<file path="src/hw/rtl/tle_pkg.sv">
`default_nettype none

package tle_pkg;

  localparam int unsigned LEN_W = 24;
  localparam logic [LEN_W-1:0] LEN_MAX = 24'hFFFFFF;

  localparam logic [7:0] CODE_LETTER_FIRST = 8'h41;
  localparam logic [7:0] CODE_LETTER_LAST  = 8'h5A;
  localparam logic [7:0] CODE_DIGIT_FIRST  = 8'h30;
  localparam logic [7:0] CODE_DIGIT_LAST   = 8'h39;
  localparam logic [5:0] DIGIT_SLOT_BASE   = 6'd26;

  localparam logic CMD_LOAD = 1'b0;
  localparam logic CMD_CITY = 1'b1;

  typedef struct packed {
    logic       command;
    logic [5:0] slot;
    logic [9:0] x_coord;
    logic [9:0] y_coord;
    logic [7:0] city_code;
    logic       last_city;
  } tle_in_t;

  typedef struct packed {
    logic [LEN_W-1:0] tour_length;
    logic             bad_city;
  } tle_out_t;

  typedef struct packed {
    logic       valid;
    logic [5:0] idx;
  } tle_slot_t;

  typedef enum logic [2:0] {
    ST_IDLE,
    ST_FETCH,
    ST_SQX,
    ST_SQY,
    ST_ROOT,
    ST_ACC,
    ST_FINISH
  } tle_state_e;

  function automatic tle_slot_t code_to_slot(logic [7:0] code);
    tle_slot_t r;
    r.valid = 1'b0;
    r.idx   = '0;
    if (code >= CODE_LETTER_FIRST && code <= CODE_LETTER_LAST) begin
      r.valid = 1'b1;
      r.idx   = 6'(code - CODE_LETTER_FIRST);
    end else if (code >= CODE_DIGIT_FIRST && code <= CODE_DIGIT_LAST) begin
      r.valid = 1'b1;
      r.idx   = 6'(code - CODE_DIGIT_FIRST) + DIGIT_SLOT_BASE;
    end
    return r;
  endfunction

endpackage

`default_nettype wire

</file>
<file path="src/hw/rtl/tour_length_evaluator.sv">
// Tour length evaluator.
// The input channel (in_valid_i, in_stall_o, in_data_i) carries load and city
// transactions. A load transaction writes the x and y of one table slot, if
// the slot lies inside the table. A city transaction looks up its slot and
// adds the Euclidean distance from the previous point, starting at the origin,
// as fixed point with FRACTION_BITS fraction bits; the total saturates.
// A city transaction with a valid code occupies the block from acceptance to
// the next acceptance, through the table read, difference, two squarings on
// one shared multiplier, a bit-serial square root that resolves one result
// bit per cycle, and the accumulate. An invalid city code only sets the error
// flag. After the last city of a tour the block enters its finish step, at
// whose end its output transaction (out_valid_o, out_stall_i, out_data_o) is
// raised and the running sum, error flag and previous point are cleared.
// The result sits in an output register, so the block keeps working while
// the receiver stalls; it waits only when a further tour ends before the
// held result is taken.
// Reset clears the control state and the running sum; the coordinate table
// holds no defined value until each slot is loaded.
`default_nettype none

module tour_length_evaluator #(
  parameter int unsigned CITY_COUNT    = 36,
  parameter int unsigned COORD_BITS    = 10,
  parameter int unsigned FRACTION_BITS = 8
) (
  input  wire logic              clk_i,
  input  wire logic              rst_ni,
  input  wire logic              in_valid_i,
  output logic                   in_stall_o,
  input  wire tle_pkg::tle_in_t  in_data_i,
  output logic                   out_valid_o,
  input  wire logic              out_stall_i,
  output tle_pkg::tle_out_t      out_data_o
);

  localparam int unsigned CW    = COORD_BITS;
  localparam int unsigned AW    = $clog2(CITY_COUNT);
  localparam int unsigned QW    = CW + FRACTION_BITS + 1;
  localparam int unsigned RAD_W = 2 * QW;
  localparam int unsigned CNT_W = $clog2(QW + 1);
  localparam int unsigned SUM_W = ((QW > tle_pkg::LEN_W) ? QW : tle_pkg::LEN_W) + 1;

  tle_pkg::tle_state_e state_q, state_d;

  logic [2*CW-1:0] mem [CITY_COUNT];
  logic [2*CW-1:0] rd_q;
  logic [CW-1:0]   prev_x_q, prev_y_q;
  logic [CW-1:0]   dx_q, dy_q;
  logic [2*CW-1:0] sq_q;
  logic [RAD_W-1:0] rad_q;
  logic [QW+1:0]   rem_q;
  logic [QW-1:0]   root_q;
  logic [CNT_W-1:0] cnt_q;
  logic [tle_pkg::LEN_W-1:0] len_q;
  logic            err_q;
  logic            last_q;
  logic            out_valid_q;
  tle_pkg::tle_out_t out_q;

  logic            in_fire;
  logic            is_load;
  logic            load_ok;
  logic            city_ok;
  tle_pkg::tle_slot_t city_slot;
  logic [CW+9:0]   x_wide, y_wide;
  logic [CW-1:0]   rd_x, rd_y;
  logic [CW-1:0]   mul_a;
  logic [2*CW-1:0] prod;
  logic [QW+1:0]   rem_sh, trial;
  logic [SUM_W-1:0] sum;
  logic            emit;

  assign in_fire   = in_valid_i && !in_stall_o;
  assign is_load   = (in_data_i.command == tle_pkg::CMD_LOAD);
  assign city_slot = tle_pkg::code_to_slot(in_data_i.city_code);
  assign load_ok   = ({1'b0, in_data_i.slot} < 7'(CITY_COUNT));
  assign city_ok   = city_slot.valid && ({1'b0, city_slot.idx} < 7'(CITY_COUNT));
  assign x_wide    = {{CW{1'b0}}, in_data_i.x_coord};
  assign y_wide    = {{CW{1'b0}}, in_data_i.y_coord};
  assign rd_x      = rd_q[2*CW-1:CW];
  assign rd_y      = rd_q[CW-1:0];
  assign mul_a     = (state_q == tle_pkg::ST_SQX) ? dx_q : dy_q;
  assign prod      = (2*CW)'(mul_a) * (2*CW)'(mul_a);
  assign rem_sh    = {rem_q[QW-1:0], rad_q[RAD_W-1 -: 2]};
  assign trial     = {root_q, 2'b01};
  assign sum       = SUM_W'(len_q) + SUM_W'(root_q);
  assign emit      = (state_q == tle_pkg::ST_FINISH) && (!out_valid_q || !out_stall_i);

  always_ff @(posedge clk_i) begin
    if (in_fire && is_load && load_ok) begin
      mem[in_data_i.slot[AW-1:0]] <= {x_wide[CW-1:0], y_wide[CW-1:0]};
    end
    if (in_fire && !is_load && city_ok) begin
      rd_q <= mem[city_slot.idx[AW-1:0]];
    end
  end

  always_comb begin
    state_d    = state_q;
    in_stall_o = 1'b1;
    case (state_q)
      tle_pkg::ST_IDLE: begin
        in_stall_o = 1'b0;
        if (in_valid_i && !is_load) begin
          if (city_ok) begin
            state_d = tle_pkg::ST_FETCH;
          end else if (in_data_i.last_city) begin
            state_d = tle_pkg::ST_FINISH;
          end
        end
      end
      tle_pkg::ST_FETCH: state_d = tle_pkg::ST_SQX;
      tle_pkg::ST_SQX:   state_d = tle_pkg::ST_SQY;
      tle_pkg::ST_SQY:   state_d = tle_pkg::ST_ROOT;
      tle_pkg::ST_ROOT: begin
        if (cnt_q == CNT_W'(QW - 1)) begin
          state_d = tle_pkg::ST_ACC;
        end
      end
      tle_pkg::ST_ACC: begin
        state_d = last_q ? tle_pkg::ST_FINISH : tle_pkg::ST_IDLE;
      end
      tle_pkg::ST_FINISH: begin
        if (emit) begin
          state_d = tle_pkg::ST_IDLE;
        end
      end
      default: state_d = tle_pkg::ST_IDLE;
    endcase
  end

  always_ff @(posedge clk_i or negedge rst_ni) begin
    if (!rst_ni) begin
      state_q <= tle_pkg::ST_IDLE;
    end else begin
      state_q <= state_d;
    end
  end

  always_ff @(posedge clk_i or negedge rst_ni) begin
    if (!rst_ni) begin
      prev_x_q    <= '0;
      prev_y_q    <= '0;
      len_q       <= '0;
      err_q       <= 1'b0;
      last_q      <= 1'b0;
      cnt_q       <= '0;
      out_valid_q <= 1'b0;
    end else begin
      if (emit) begin
        out_valid_q <= 1'b1;
      end else if (out_valid_q && !out_stall_i) begin
        out_valid_q <= 1'b0;
      end
      case (state_q)
        tle_pkg::ST_IDLE: begin
          if (in_fire && !is_load) begin
            last_q <= in_data_i.last_city;
            if (!city_ok) begin
              err_q <= 1'b1;
            end
          end
        end
        tle_pkg::ST_SQY: begin
          cnt_q <= '0;
        end
        tle_pkg::ST_ROOT: begin
          cnt_q <= cnt_q + 1'b1;
        end
        tle_pkg::ST_ACC: begin
          len_q    <= (sum > SUM_W'(tle_pkg::LEN_MAX)) ? tle_pkg::LEN_MAX
                                                       : sum[tle_pkg::LEN_W-1:0];
          prev_x_q <= rd_x;
          prev_y_q <= rd_y;
        end
        tle_pkg::ST_FINISH: begin
          if (emit) begin
            prev_x_q    <= '0;
            prev_y_q    <= '0;
            len_q       <= '0;
            err_q       <= 1'b0;
          end
        end
        default: begin
        end
      endcase
    end
  end

  always_ff @(posedge clk_i) begin
    case (state_q)
      tle_pkg::ST_FETCH: begin
        dx_q <= (rd_x >= prev_x_q) ? rd_x - prev_x_q : prev_x_q - rd_x;
        dy_q <= (rd_y >= prev_y_q) ? rd_y - prev_y_q : prev_y_q - rd_y;
      end
      tle_pkg::ST_SQX: begin
        sq_q <= prod;
      end
      tle_pkg::ST_SQY: begin
        rad_q  <= RAD_W'({1'b0, sq_q} + {1'b0, prod}) << (2 * FRACTION_BITS);
        rem_q  <= '0;
        root_q <= '0;
      end
      tle_pkg::ST_ROOT: begin
        rad_q <= rad_q << 2;
        if (rem_sh >= trial) begin
          rem_q  <= rem_sh - trial;
          root_q <= {root_q[QW-2:0], 1'b1};
        end else begin
          rem_q  <= rem_sh;
          root_q <= {root_q[QW-2:0], 1'b0};
        end
      end
      tle_pkg::ST_FINISH: begin
        if (emit) begin
          out_q.tour_length <= len_q;
          out_q.bad_city    <= err_q;
        end
      end
      default: begin
      end
    endcase
  end

  assign out_valid_o = out_valid_q;
  assign out_data_o  = out_q;

  a_root_count: assert property (@(posedge clk_i) disable iff (!rst_ni)
    (state_q == tle_pkg::ST_ROOT) |-> (cnt_q < CNT_W'(QW)))
    else $error("square root iteration count overran");

  a_result_from_finish: assert property (@(posedge clk_i) disable iff (!rst_ni)
    $rose(out_valid_o) |-> ($past(state_q) == tle_pkg::ST_FINISH))
    else $error("result raised outside the finish step");

  a_clear_after_emit: assert property (@(posedge clk_i) disable iff (!rst_ni)
    emit |=> (len_q == '0) && !err_q && (prev_x_q == '0) && (prev_y_q == '0))
    else $error("running state not cleared after a tour ended");

  a_busy_stalls: assert property (@(posedge clk_i) disable iff (!rst_ni)
    (state_q == tle_pkg::ST_ROOT) |-> in_stall_o)
    else $error("input accepted while a distance is in progress");

  a_out_drains: assert property (@(posedge clk_i) disable iff (!rst_ni)
    (out_valid_o && !out_stall_i && !emit) |=> !out_valid_o)
    else $error("taken result stayed valid");

endmodule

`default_nettype wire

</file>
<file path="config.mk">
export PLATFORM = sky130hd
export DESIGN_NAME = tour_length_evaluator
export DESIGN_NICKNAME = d
export VERILOG_FILES = /design/src/hw/rtl/tle_pkg.sv /design/src/hw/rtl/tour_length_evaluator.sv
export SDC_FILE = /design/constraint.sdc
export NUM_CORES = 1
export LEC_CHECK = 0
export BUFFER_PORTS_ARGS = -buffer_cell sky130_fd_sc_hd__buf_2
export CAP_MARGIN = 20
export CORE_AREA = 5 5 405 407
export DETAILED_ROUTE_END_ITERATION = 6
export DIE_AREA = 0 0 410 412
export PLACE_DENSITY = 0.41
export SLEW_MARGIN = 5
export SYNTH_ARGS = -nofsm -noshare
export SYNTH_HDL_FRONTEND = slang
export SYNTH_SLANG_ARGS = --single-unit
</file>
<file path="constraint.sdc">
create_clock -name clk_i -period 23.8 [get_ports clk_i]
set_input_delay 3.57 -clock clk_i [delete_from_list [all_inputs] [get_ports clk_i]]
set_output_delay 3.57 -clock clk_i [all_outputs]
set_load 0.03 [all_outputs]
</file>
==> results of run 1 <==
## worst max-delay path: cells and delay by family (launching register included)
kind / cells / cell delay [ns]
buf+inv: 6 / 0.85
fa+ha+maj: 7 / 3.12
xor+xnor: 1 / 0.16
flops: 1 / 0.65
compound gates: 9 / 2.16
mux: 1 / 0.48
simple gates: 4 / 0.75
## sequential cells by signal, indices dropped and copies added (netlist names), 19 cells and up
| register | flops |
|---|---|
| sq_q | 19 |
| rem_q | 19 |
| root_q | 19 |
| len_q | 24 |
| rd_q | 20 |
| rad_q | 22 |
| out_data_o | 25 |
| mem | 720 |
## metal layers
layer,vias up,wire length (um),GRT usage (%)
met1,13729,57800,20.4
met2,588,58900,23.9
met5,-,22,0
met4,4,3020,3.78
li1,12854,-,-
met3,158,6730,2.79
## metrics by stage
step	area [um^2]	util [%]	instances
4_1_cts	49400	30.9	5700
3_3_place_gp	45900	28.7	5510
2_1_floorplan	43000	-	3440
6_report	49400	30.9	5708
5_1_grt	49400	30.9	5700
3_5_place_dp	45900	28.7	5510
## worst max path at each step
stage	end	slack, ns	cells past startpoint
2_1_floorplan	rad_q[35]	15.75	28
3_3_place_gp	rad_q[35]	15.48	28
3_5_place_dp	rad_q[35]	15.41	28
4_1_cts	rad_q[35]	15.40	27
5_1_grt	rad_q[35]	14.77	25
6_report	rad_q[35]	15.44	28
## logic make-up (layout without fill, tap and decap cells)
group	Yosys count	in the layout	share of synthesized area, %
XOR/XNOR	76	76	1.55
AND/OR/NAND/NOR	1253	1253	13.1
adder cells (fa/ha/maj)	206	206	6.94
buffers and inverters	350	524	3.32
AO/OA/AOI/OAI	535	535	8.42
other	0	8	0
flip-flops	919	919	63.6
multiplexers	101	101	3.11
## synthesized netlist by cell type, types with 10 or more instances
cell / number
buf_2: 42
o21a_1: 17
mux4_2: 22
edfxtp_1: 864
clkbuf_1: 85
o21bai_1: 20
nor3_1: 32
nor2b_1: 18
nand3_1: 287
inv_1: 194
a211oi_1: 18
ha_1: 152
mux2_2: 15
xor2_1: 30
o21ai_0: 70
nand3b_1: 10
a32oi_1: 37
or3_1: 10
xnor2_1: 46
a21o_1: 23
or4_1: 10
and2_1: 12
o22ai_1: 15
o211ai_1: 23
mux2i_1: 62
nand2b_1: 20
nand4_1: 36
fa_1: 54
a21oi_1: 134
a31oi_1: 66
a211o_1: 13
nand2_1: 596
buf_1: 16
nor2_1: 176
and3_1: 16
dfrtp_1: 55
## final cells by class
cell class | count | share of cell area (%)
Sequential cell | 919 | 55.3
Multi-Input combinational cell | 2171 | 29.1
Clock buffer | 128 | 5.60
Tap cell | 2086 | 5.28
Timing Repair Buffer | 139 | 1.83
Inverter | 195 | 1.48
Clock inverter | 62 | 1.38
Antenna cell | 8 | 0.0405
==> results_dict.tcl, run 1 <==
set metrics [dict create \
    status "complete, no violations" \
    tightestPinTransition_ns 1.11 \
    setup_viol 0 \
    max_slew_margin_pct 26.0 \
    globalplace.congestion 0.779 \
    holdWs_ns 0.491 \
    slowest_delay_ns 0.65 \
    pre_cts_ws_ns 15.41 \
    max-cap-violations 0 \
    io_pins 67 \
    cp.required_ns 24.36 \
    drive_gt1_share_pct 11.2 \
    ys_ff_latch 919 \
    drt-total-wl_um 126000 \
    wl_per_cell_um 22.1 \
    postSynthAreaPerCell_um2 12.5 \
    grt.total_usage_pct 14.7 \
    drc 0 \
    yosys.area.top_type "edfxtp_1" \
    layout_commonest_cell "edfxtp_1" \
    tritoncts "built" \
    layout_common_cells "edfxtp_1, nand2_1, nand3_1" \
    grt_pass1_wl_um 187000 \
    area_growth_pct 15.0 \
    synth_enable_flop_cells 864 \
    ant_nets 0 \
    min_period_ns 8.36 \
    hp-start "len_q[12]" \
    root_buffer "clkbuf_16" \
    nFillCells 16056 \
    ctsResizeCount 0 \
    ctsHtreeMaxLevel 3 \
    die_h_um 412 \
    postCtsHoldBufs 0 \
    hp-class "reg -> reg" \
    critPathKind "reg -> reg" \
    fin_crit_sh_pct 35.1 \
    synthFlopType "edfxtp_1" \
    regToRegSetupSlack_ns 15.44 \
    tns_ns 0 \
    fin_nets 3777 \
    dp_hpwl_um 79200 \
    io_buffers 66 \
    worst_setup_path_end_kind "flop" \
    clk_latency_ns 0.72 \
    worst_slack_ns 15.44 \
    maxSlewViolCount 0 \
    synth_cell_types 87 \
    antenna_found_initial 19 \
    ys_async_sr_fraction_pct 5.98 \
    worstHoldPathCells 0 \
    hold_violations 0 \
    syn_area_um2 43000 \
    firstDrtPassIters 5 \
    cp_slowest_cell "dfrtp_1" \
    grt_overflow 0 \
    post_cts_buffers 0 \
    ff_latch_area_um2 27300 \
    synth_area_leaders "edfxtp_1, nand2_1, ha_1, nand3_1, dfrtp_1" \
    yosysSeqAreaShare_pct 63.6 \
    grt_max_degree 129 \
    max_freq_mhz 120 \
    clk_pin_slew_ns 0.06 \
    arrival_ns 8.92 \
    startpoint_type "flop" \
    clock_skew_ns 0.0802 \
    rows 147 \
    cts.sinks 919 \
    hold_path_end "out_data_o[13]" \
    numCtsBuffers 105 \
    r2r-start "state_q[1]" \
    die-area_um2 169000 \
    rsz0062_at_grt "false" \
    cts_buffer_depth 3 \
    yosys_warnings 0 \
    startpoint "state_q[1]" \
    worstPathMaxFanout 34 \
    r2r_end "rad_q[35]" \
    via_per_inst 4.79 \
    syn_inst 3440 \
    synth_top_area_share_pct 60.4 \
    drt-initial-drc-count 1988 \
    die_x_um 410 \
    vias 27333 \
    start_util_pct 26.9 \
    synth.net_count 3686 \
    multiInputGateArea_um2 14400 \
    r2r_cells 28 \
    grt_pass1_vias 27034 \
    core_area_um2 160000 \
]
Power of run 1 is not shown: default switching activity piles up to over one toggle a cycle in this logic, so the estimate is an artifact.
==> inputs of run 2 (changes only) <==
- ABC_AREA: not set -> 1
- CORE_AREA: 5 5 405 407 -> 5 5 419 421
- DIE_AREA: 0 0 410 412 -> 0 0 424 426
- clock period: 23.8 -> 8.3 ns (I/O delays scaled with it)
==> run 2 against run 1 <==
- global-route usage increased by 0.18 points
- final area increased by 5.5%
- fmax increased by 11%
- critical path depth increased by 5
- critical endpoint is now rad_q[34]
- critical path type unchanged
- first-iteration DRC count decreased by 6.6%
- clock-buffer cell count increased by 14
==> results_dict.tcl, run 2 <==
set metrics [dict create \
    yosys_warnings 0 \
    maxSlewViolCount 0 \
    startpoint_type "flop" \
    via_per_inst 4.47 \
    synth_compound_area_share_pct 5.29 \
    firstDrtPassIters 5 \
    yosys.area_share.simple_pct 18.7 \
    layout_commonest_cell "nand2_1" \
    synth_top_family_by_area "simple AND/OR/NAND/NOR gates" \
    worst_slack_ns 0.750 \
    slowest_delay_ns 0.53 \
    r2r_cells 33 \
    pre_cts_ws_ns 0.606 \
    grt_pass1_wl_um 204000 \
    yosys-top-cells-count "nand2_1, edfxtp_1, inv_1" \
    numCtsBuffers 106 \
    core_area_um2 171000 \
    top_layer "met5" \
    die_x_um 424 \
    cts_buffer_depth 3 \
    yosysSeqAreaShare_pct 59.4 \
    rsz0062_at_grt "false" \
    wl_per_cell_um 19.5 \
    dp_hpwl_um 81600 \
    syn_inst 4613 \
    yosys.area.top_type "edfxtp_1" \
    synth_most_common_cell "nand2_1" \
    drt-met1-wl_um 63300 \
    cp.required_ns 8.74 \
    wl_met3_um 5280 \
    cts.sinks 919 \
    max_freq_mhz 132 \
    critPathKind "reg -> reg" \
    r2r-start "state_q[2]" \
    synth.net_count 4859 \
    setup_viol 0 \
    tightestPinTransition_ns 1.06 \
    worstPathMaxFanout 22 \
    crit_top_cell "nand2_1" \
    regToRegSetupSlack_ns 0.75 \
    synth_enable_flop_cells 864 \
    ys_ff_latch 919 \
    synth_top_area_share_pct 56.4 \
    layout_common_cells "nand2_1, edfxtp_1, inv_1" \
    postSynthAreaPerCell_um2 9.96 \
    synth_cell_types 51 \
    globalplace.congestion 0.811 \
    grt.total_usage_pct 14.9 \
    antenna_found_initial 2 \
    start_util_pct 26.9 \
    fin_crit_sh_pct 91.0 \
    area_growth_pct 13.5 \
    startpoint "state_q[2]" \
    arrival_ns 7.99 \
    drt-initial-drc-count 1856 \
    drive_gt1_share_pct 7.33 \
    clock_skew_ns 0.0537 \
    rows 152 \
    max_slew_margin_pct 29.0 \
    status "complete, no violations" \
    synth_area_leaders "edfxtp_1, nand2_1, nand3_1, inv_1, ha_1" \
    ant_nets 0 \
    max-cap-violations 0 \
    worst_setup_path_end_kind "flop" \
    grt_overflow 0 \
    routed-wl-met2_um 64200 \
    synthFlopType "edfxtp_1" \
    synth_fa_ha_area_share_pct 6.49 \
    tritoncts "built" \
    synth_mux_area_share_pct 0.237 \
    cp_slowest_cell "fa_1" \
    drc 0 \
    root_buffer "clkbuf_16" \
    ctsHtreeMaxLevel 3 \
    clk_latency_ns 0.73 \
    io_buffers 66 \
    ys_async_sr_fraction_pct 5.98 \
    grt_pass1_vias 31059 \
    die-area_um2 181000 \
    io_pins 67 \
    tns_ns 0 \
    grt_max_degree 140 \
    hp-class "in -> async" \
    vias 31227 \
    synthXorXnorAreaFrac_pct 1.70 \
    die_h_um 426 \
    clk_pin_slew_ns 0.06 \
    fin_nets 4908 \
    r2r_end "rad_q[34]" \
    hold_violations 0 \
    min_period_ns 7.55 \
    drt-total-wl_um 136000 \
    largest_reg_flops 720 \
    syn_area_um2 46000 \
]
[run 2: cell types whose count changed in the layout (fill, tap and decap cells not counted), moves of 23 or more]
| cell | delta |
|---|---|
| a31oi_1 | -58 |
| inv_1 | +526 |
| nand3b_1 | +23 |
| a21oi_1 | +34 |
| nand2_1 | +487 |
| o22ai_1 | +27 |
| nor2_1 | +94 |
| a32oi_1 | -37 |
| mux2i_1 | -59 |
| nand3_1 | +295 |
| o21ai_0 | +88 |
[run 2: layout make-up]
cell class	count	area (um^2)
clock buffer	142	2860
tap	2233	2790
sequential	919	27300
timing repair buffer	128	871
fill	17697	119000
antenna	2	5.00
inverter	734	2760
multi-input combinational	2773	15100
clock inverter	54	422
[run 2: per-layer routing]
metal	vias to the layer above	GRT usage [%]
met2	533	25.0
li1	15407	-
met4	2	3.96
met5	-	0
met1	15111	20.2
met3	174	2.19
[run 2: kinds of logic (layout without fill, tap and decap cells)]
logic type                 Yosys count  in the layout
adders and majority gates          206            206
xor gates and xnor gates            89             89
DFF                                919            919
other                                0              2
and+or+nand+nor                   2025           2025
muxes                               10             10
buffers and inverters              921           1058
AOI/OAI and AO/OA                  443            443
[run 2: how the worst max path moves through the flow]
stage	end	slack [ns]	depth (start not counted)
finish	rad_q[34]	0.75	33
global placement	rad_q[35]	0.67	32
floorplan	rad_q[35]	1.11	33
CTS	rad_q[35]	0.61	32
detailed placement	rad_q[35]	0.61	33
global route	rad_q[34]	0.01	35
[run 2: critical path: cells and delay by family (launching register included)]
family | cells | cell delay [ns]
flip-flops | 1 | 0.40
AND/OR/NAND/NOR | 11 | 1.18
buffers and inverters | 7 | 0.88
XOR/XNOR | 1 | 0.14
AO/OA/AOI/OAI | 7 | 1.55
adder cells (fa/ha/maj) | 7 | 3.13
[run 2: per-stage QoR]
step / cells / hold slack, ns / util [%] / cell area [um^2]
final: 6985 / 0.442 / 30.5 / 52200
after global routing: 6983 / 0.420 / 30.5 / 52200
after CTS: 6983 / 0.412 / 30.5 / 52200
after detailed placement: 6787 / 0.482 / 28.6 / 48900
after global placement: 6787 / 0.474 / 28.6 / 48900
after floorplan: 4613 / 0.426 / - / 46000
[run 2: what timing repair did]
action,in CTS,in global routing
resized for setup,0,3
endpoints found under the setup margin,0,4
hold buffers,0,0
hold endpoints to repair,0,0
buffers inserted,0,0
Power of run 2 is left out for the same reason.
==> inputs of run 3 (changes only) <==
- CTS_BUF_LIST: not set -> sky130_fd_sc_hd__clkbuf_16
- TNS_END_PERCENT: not set -> 10
- clock period: 8.3 -> 8.4 ns (I/O delays scaled with it)
==> run 3 against run 2 <==
- wire length decreased by 0.83%
- clock skew grew 0.033 ns
- fmax down 1.0%
- final area up 0.63%
- critical path depth fell by 1
- hold slack worse by 0.031 ns
- largest cell class unchanged
==> results_dict.tcl, run 3 (synthesis gave the netlist of run 2 again) <==
set metrics [dict create \
    slowest_delay_ns 0.55 \
    drc 0 \
    ctsHtreeMaxLevel 3 \
    clock_skew_ns 0.0871 \
    min_period_ns 7.63 \
    fin_nets 4908 \
    hold_violations 0 \
    die_h_um 426 \
    grt_overflow 0 \
    numCtsBuffers 107 \
    layout_common_cells "nand2_1, edfxtp_1, inv_1" \
    maxSlewViolCount 0 \
    io_buffers 66 \
    critPathKind "reg -> reg" \
    worstPathMaxFanout 19 \
    cp.required_ns 8.89 \
    postCtsHoldBufs 0 \
    die-area_um2 181000 \
    vias 31334 \
    grt_pass1_vias 30936 \
    worstHoldPathCells 0 \
    grt_pass1_wl_um 203000 \
    start_util_pct 26.9 \
    nFillCells 17608 \
    r2r-start "state_q[2]" \
    drt-initial-drc-count 1977 \
    worst_setup_path_end_kind "flop" \
    clk_pin_slew_ns 0.06 \
    rsz0062_at_grt "false" \
    root_buffer "clkbuf_16" \
    io_pins 67 \
    tritoncts "built" \
    die_x_um 424 \
    grt_max_degree 126 \
    max_freq_mhz 131 \
    area_growth_pct 14.2 \
    post_cts_buffers 0 \
    via_per_inst 4.48 \
    globalplace.congestion 0.814 \
    tightestPinTransition_ns 1.06 \
    wl_per_cell_um 19.4 \
    max_slew_margin_pct 29.1 \
    drt-total-wl_um 135000 \
    hp-class "reg -> reg" \
    r2r_cells 32 \
    cp_slowest_cell "fa_1" \
    fin_area_um2 52500 \
    rows 152 \
    tns_ns 0 \
    regToRegSetupSlack_ns 0.77 \
    grt.total_usage_pct 14.8 \
    r2r_end "rad_q[35]" \
    max-cap-violations 0 \
    post_dp_cell_area_um2 48900 \
    dp_hpwl_um 80800 \
    antenna_found_initial 9 \
    layout_commonest_cell "nand2_1" \
    firstDrtPassIters 5 \
    hp-start "err_q" \
    startpoint_type "flop" \
    cts.sinks 919 \
    cts_buffer_depth 3 \
    fin_crit_sh_pct 90.8 \
    core_area_um2 171000 \
    setup_viol 0 \
    largest_reg_flops 720 \
    ant_nets 0 \
    arrival_ns 8.12 \
    hold_path_end "out_data_o[0]" \
    status "complete, no violations" \
    clk_latency_ns 0.74 \
    drive_gt1_share_pct 7.47 \
]
==> run 3: cell count changes in the layout (fill, tap and decap cells not counted), sizes merged <==
cell,delta
buf,-1
bufinv,+12
clkbuf,-35
clkinv,+10
clkinvlp,-3
diode,+3
inv,+20
==> run 3: worst max path at each step <==
stage	startpoint	endpoint	slack, ns	depth (start not counted)
final	state_q[2]	rad_q[35]	0.77	32
after global routing	state_q[2]	rad_q[35]	0.09	32
after CTS	state_q[2]	rad_q[35]	0.41	31
after detailed placement	state_q[2]	rad_q[35]	0.45	31
after global placement	state_q[2]	rad_q[35]	0.51	31
after floorplan	state_q[2]	rad_q[35]	1.21	33
==> run 3: worst max-delay path: cells and delay by family (launching register included) <==
family / cells / cell delay, ns
fa+ha+maj: 7 / 3.28
simple gates: 10 / 1.40
compound gates: 7 / 1.27
buf+inv: 7 / 0.80
flops: 1 / 0.41
xor+xnor: 1 / 0.21
==> run 3: area by class of cell <==
type	count	area, um^2	area share (%)
flip-flops and latches	919	27300	52.1
multi-input cells	2773	15100	28.8
well taps	2233	2790	5.32
inverters	734	2760	5.25
clock buffers	107	2680	5.10
repair buffers	127	908	1.73
clock inverters	93	887	1.69
diodes	5	12.5	0.0238
==> run 3: per-stage QoR <==
stage / cells / setup WS [ns] / hold slack (ns) / util (%)
6_report: 6991 / 0.772 / 0.411 / 30.7
4_1_cts: 6985 / 0.406 / 0.423 / 30.7
3_5_place_dp: 6785 / 0.447 / 0.447 / 28.6
2_1_floorplan: 4613 / 1.21 / 0.426 / -
3_3_place_gp: 6785 / 0.512 / 0.444 / 28.6
5_1_grt: 6986 / 0.0917 / 0.448 / 30.7
==> run 3: layer usage <==
layer | GRT usage, % | part of all wire [%]
met1 | 20.0 | 47
met3 | 2.02 | 3.6
met4 | 3.50 | 2.3
met5 | 0 | 0.017
met2 | 25.3 | 48
==> run 3: what timing repair did <==
| action | in CTS | in global routing |
|---|---|---|
| gates resized for setup | 0 | 7 |
| endpoints found under the setup margin | 0 | 9 |
| hold endpoints to repair | 0 | 0 |
Power of run 3 is left out for the same reason.
